<file path="config.mk">
export PLATFORM = sky130hd
export DESIGN_NAME = cae_div_cell
export DESIGN_NICKNAME = d
export VERILOG_FILES = /design/src/hw/rtl/cae_pkg.sv /design/src/hw/rtl/cae_div_cell.sv
export SDC_FILE = /design/constraint.sdc
export NUM_CORES = 1
export LEC_CHECK = 0
export ABC_CLOCK_PERIOD_IN_PS = 6700
export BUFFER_PORTS_ARGS = -buffer_cell sky130_fd_sc_hd__buf_4
export CORE_MARGIN = 10
export CORE_UTILIZATION = 25
export DETAILED_ROUTE_END_ITERATION = 6
export MAX_ROUTING_LAYER = met4
export PLACE_DENSITY = 0.5
export SETUP_SLACK_MARGIN = 0.5
export SLEW_MARGIN = 10
export SYNTH_ARGS = -nofsm -noshare
export SYNTH_HDL_FRONTEND = slang
export SYNTH_SLANG_ARGS = --single-unit
</file>
<file path="constraint.sdc">
create_clock -name clock -period 6.7 [get_ports clock]
set_input_delay 0.67 -clock clock [delete_from_list [all_inputs] [get_ports clock]]
set_output_delay 0.67 -clock clock [all_outputs]
set_load 0.05 [all_outputs]
</file>
<file path="src/hw/rtl/cae_pkg.sv">
// Shared types, operation codes and a helper for the column expression ALU.
package cae_pkg;

   localparam int DataWidth = 64;
   localparam int DivSteps  = 64;

   localparam logic [3:0] FN_SCALE  = 4'd0;
   localparam logic [3:0] FN_MULVV  = 4'd1;
   localparam logic [3:0] FN_MULVC  = 4'd2;
   localparam logic [3:0] FN_SUBCV  = 4'd3;
   localparam logic [3:0] FN_ADDCV  = 4'd4;
   localparam logic [3:0] FN_ADDVV  = 4'd5;
   localparam logic [3:0] FN_SUBVV  = 4'd6;
   localparam logic [3:0] FN_ADDVC  = 4'd7;
   localparam logic [3:0] FN_SUBVC  = 4'd8;
   localparam logic [3:0] FN_COPY   = 4'd9;
   localparam logic [3:0] FN_DIV    = 4'd10;
   localparam logic [3:0] FN_PREFIX = 4'd11;
   localparam logic [3:0] FN_CASE   = 4'd12;

   localparam logic [1:0] MODE_DIRECT = 2'd0;
   localparam logic [1:0] MODE_MUL    = 2'd1;
   localparam logic [1:0] MODE_DIV    = 2'd2;

   typedef struct packed {
      logic [3:0]         func;
      logic signed [63:0] a_value;
      logic               a_null;
      logic signed [63:0] b_value;
      logic               b_null;
      logic signed [63:0] step_constant;
      logic [63:0]        string_head;
      logic [31:0]        string_length;
      logic               string_present;
      logic [3:0]         prefix_length;
   } cae_req_type;

   typedef struct packed {
      logic signed [63:0] result_value;
      logic               result_null;
      logic               overflow_error;
   } cae_rsp_type;

   typedef struct packed {
      logic [1:0]  mode;
      logic        chk;
      logic        neg;
      logic        nul;
      logic        ovf;
      logic [63:0] val;
   } cae_side_type;

   typedef struct packed {
      cae_side_type side;
      logic [63:0]  r;
      logic [63:0]  nq;
      logic [63:0]  d;
   } cae_cell_type;

   function automatic logic [63:0] cae_mag(input logic [63:0] x);
      cae_mag = x[63] ? 64'(64'd0 - x) : x;
   endfunction

endpackage

</file>
<file path="src/hw/rtl/cae_div_cell.sv">
// One restoring division cell that produces a single quotient bit per transfer.
module cae_div_cell (
   input  logic                  clock,
   input  logic                  reset,
   input  logic                  en,
   input  logic                  vld_i,
   input  cae_pkg::cae_cell_type cell_i,
   output logic                  vld_o,
   output cae_pkg::cae_cell_type cell_o
);
   import cae_pkg::*;

   logic [64:0]  rem_wide;
   logic         ge;
   cae_cell_type cell_in;
   cae_cell_type cell_ff;
   logic         vld_ff;

   always_comb begin
      rem_wide = {cell_i.r, cell_i.nq[63]};
      ge = rem_wide >= {1'b0, cell_i.d};
      cell_in = cell_i;
      cell_in.r = ge ? 64'(rem_wide - {1'b0, cell_i.d}) : rem_wide[63:0];
      cell_in.nq = {cell_i.nq[62:0], ge};
   end

   always_ff @(posedge clock) begin
      if (reset) begin
         vld_ff <= 1'b0;
      end else if (en) begin
         vld_ff <= vld_i;
      end
   end

   always_ff @(posedge clock) begin
      if (en) begin
         cell_ff <= cell_in;
      end
   end

   assign vld_o  = vld_ff;
   assign cell_o = cell_ff;

endmodule

</file>
==> impl_metrics.csv <==
group,metric,value,unit
floorplan,start_util,25.4,%
setup_path,crit_path_start_kind,"primary input",
timing,clock_skew,0,ns
setup_path,crit_buf_inv,2,
setup_path,cp-end-kind,"flop",
setup_path,path_cells,"buf_4, inv_1, ha_1, nand4_1, nor4_1, a22oi_1, nand4_1, a31oi_1, o41ai_4, a41oi_2, o211ai_2, xor2_1, mux2_1",
timing,rsz0062_at_grt,"no",
cells_and_area,layout_commonest_cell,"buf_4",
setup_path,path_max_fanout,8,
timing,finalHoldViolCount,0,
setup_path,ff2ff_setup_slack,6.11,ns
global_routing,grt_pass1_vias,10400,
setup_path,critical-path-max-stage-delay,0.80,ns
clock_tree,post_cts_resized,0,
detailed_routing,drt-initial-drc-count,597,
setup_path,crit_end,"cell_o[191]$_DFFE_PP_",
placement,hpwl,42700,um
timing,finalSetupViolCount,0,
min_path,min_path_type,"in2reg",
cells_and_area,design_area,18500,um2
cells_and_area,drive_gt1_share,39.3,%
detailed_routing,wl_per_cell,23.1,um
synth,synth_area,12800,um2
floorplan,core_area,50300,um2
clock_tree,cts_setup_buffers,0,
setup_path,rr_endpoint,"vld_o$_SDFFE_PP0P_",
run,max_cap_viol_count,0,
cells_and_area,final_cell_mix,"buf_4 (527), edfxtp_1 (262), a21oi_1 (111)",
clock_tree,htreeDepth,2,
detailed_routing,post_drt_via_cell_ratio,4.50,
synth,syn-num-nets,1348,
cells_and_area,area_growth,45.2,%
setup_path,critical-path-top-delay-family,"compound AO/OA/AOI/OAI gates",
run_status,status,"completed",
placement,gp_congestion,0.841,
timing,min_period_over_period,59.8,%
timing,min_period,4.00,ns
floorplan,rows,82,
floorplan,die_w,246,um
global_routing,grt.overflow.total,0,
setup_path,path_class,"in2reg",
timing,tns,0,ns
clock_tree,cts_buffers,35,
synth,yosysUniqueCellTypes,67,
timing,clock.fmax,250,MHz
placement,dpl_cell_area,17400,um2
synth,ys_ff_latch,263,
synth,ys_seq_area_share,61.8,%
power_and_ir_drop,max-vdd-ir-drop,168,uV
clock_tree,cts-root-buf,"clkbuf_16",
synth,yosys_warnings,0,
setup_path,required,6.97,ns
floorplan,die_area,60400,um2
detailed_routing,drc_errors,0,
setup_path,crit_path_top_delay_cell,"nor4_1",
synth,synth_edf_count,262,
clock_tree,cts_num_sinks,263,
timing,tightestPinTransition,1.05,ns
synth,synth_flop_cell,"edfxtp_1",
global_routing,met3_usage,5.78,%
setup_path,crit_start,"cell_i[21]",
setup_path,reg2reg_depth,2,
clock_tree,clkLatencyLatePin,0.53,ns
synth,avgSynthCellArea,12.5,um2
setup_path,path_common_cell,"nand4_1",
clock_tree,cts_tree,"built",
global_routing,grt_max_degree,163,
detailed_routing,vias,10100,
detailed_routing,routed_wl,52000,um
cells_and_area,fillers,5015,
synth,synth_cells,1017,
clock_tree,cts_hold_buf,0,
global_routing,use_met1,17.8,%
detailed_routing,drt_pass1_iterations,5,
timing,slew_headroom,29.9,%
global_routing,grt_pass1_wl,72800,um
cells_and_area,final_nets,1881,
power_and_ir_drop,p_per_area,292,nW/um2
detailed_routing,postRouteAntennaNets,0,
clock_tree,clockBufferDepth,3,
power_and_ir_drop,leakage,7.94,nW
global_routing,grt_antenna_before_repair,8,
global_routing,grt.total_usage,16.8,%
timing,hold_ws,0.293,ns
synth,synthArstFlopShare,0,%
global_routing,use_met2,29.6,%
timing,slew_violations,0,
clock_tree,path_clk_slew,0.05,ns
floorplan,io_pins,529,
floorplan,dieHeight,246,um
setup_path,worstPathArrival,4.28,ns
global_routing,gr-max-usage-layer,"met2",
setup_path,cp_num_cells,13,
placement,numPortBuffers,528,
setup_path,regToRegStartpoint,"vld_o$_SDFFE_PP0P_",
[where the power goes]
| group | internal (mW) | switching, mW |
|---|---|---|
| Combinational | 0.504 | 1.06 |
| Clock | 1.06 | 0.727 |
| Sequential | 2.01 | 0.0439 |
[metrics by stage]
step	utilization, %	power, mW	setup slack, ns	instances
detailed placement	34.7	3.67	2.08	2185
global route	36.8	5.64	2.50	2253
global placement	34.7	3.67	2.10	2185
floorplan	-	3.07	3.31	1017
CTS	36.8	5.50	2.64	2245
finish	36.8	5.40	2.70	2253
[routing by layer]
metal  vias up  share of wire, %
li1       4846                 -
met1      4827                38
met2       413                51
met3        46               8.5
met4         0               1.8
met5         -                 0
[cells in the mapped netlist, drive strengths merged, types with 6 or more instances]
cell type  number  area [um2]
buf            20         135
nand2          60         225
a211oi          6        45.0
o21ai          46         234
inv            79         297
a21o           37         278
nand4          15        93.8
nor3            9        50.1
clkbuf         14        52.6
xnor2          37         324
mux2           15         169
o211ai          6        55.1
nor2           87         352
a21oi         123         661
edfxtp        262        7870
o21a           12        90.1
ha             64         801
o31ai           6        55.1
xor2           20         175
o21bai         11        82.6
or3             7        43.8
nand3          11        55.1
[area by class of cell]
| type | count | area, um2 | area share, % |
|---|---|---|---|
| repair buffers | 530 | 4010 | 21.7 |
| flip-flops and latches | 263 | 7890 | 42.6 |
| multi-input cells | 641 | 4390 | 23.7 |
| clock inverters | 14 | 141 | 0.764 |
| diodes | 8 | 20.0 | 0.108 |
| well taps | 672 | 841 | 4.54 |
| inverters | 79 | 297 | 1.60 |
| clock buffers | 46 | 927 | 5.01 |
[kinds of logic after synthesis]
family          share of synthesized area (%)
buf+inv                                  3.80
simple gates                             8.31
flops                                    61.8
mux                                      1.48
fa+ha+maj                                6.44
xor+xnor                                 3.91
compound gates                           14.2
[registers in the layout, summed over array words and instances (netlist names)]
signal,cells
vld_o,1
cell_o,262
[worst min path at each step]
stage,start,to,cells past startpoint
after floorplan,vld_o$_SDFFE_PP0P_,vld_o$_SDFFE_PP0P_,2
after detailed placement,vld_o$_SDFFE_PP0P_,vld_o$_SDFFE_PP0P_,2
after global routing,reset,vld_o$_SDFFE_PP0P_,2
after global placement,vld_o$_SDFFE_PP0P_,vld_o$_SDFFE_PP0P_,2
final,reset,vld_o$_SDFFE_PP0P_,2
after CTS,reset,vld_o$_SDFFE_PP0P_,2
Note: power is estimated with default switching activity, not from simulation.
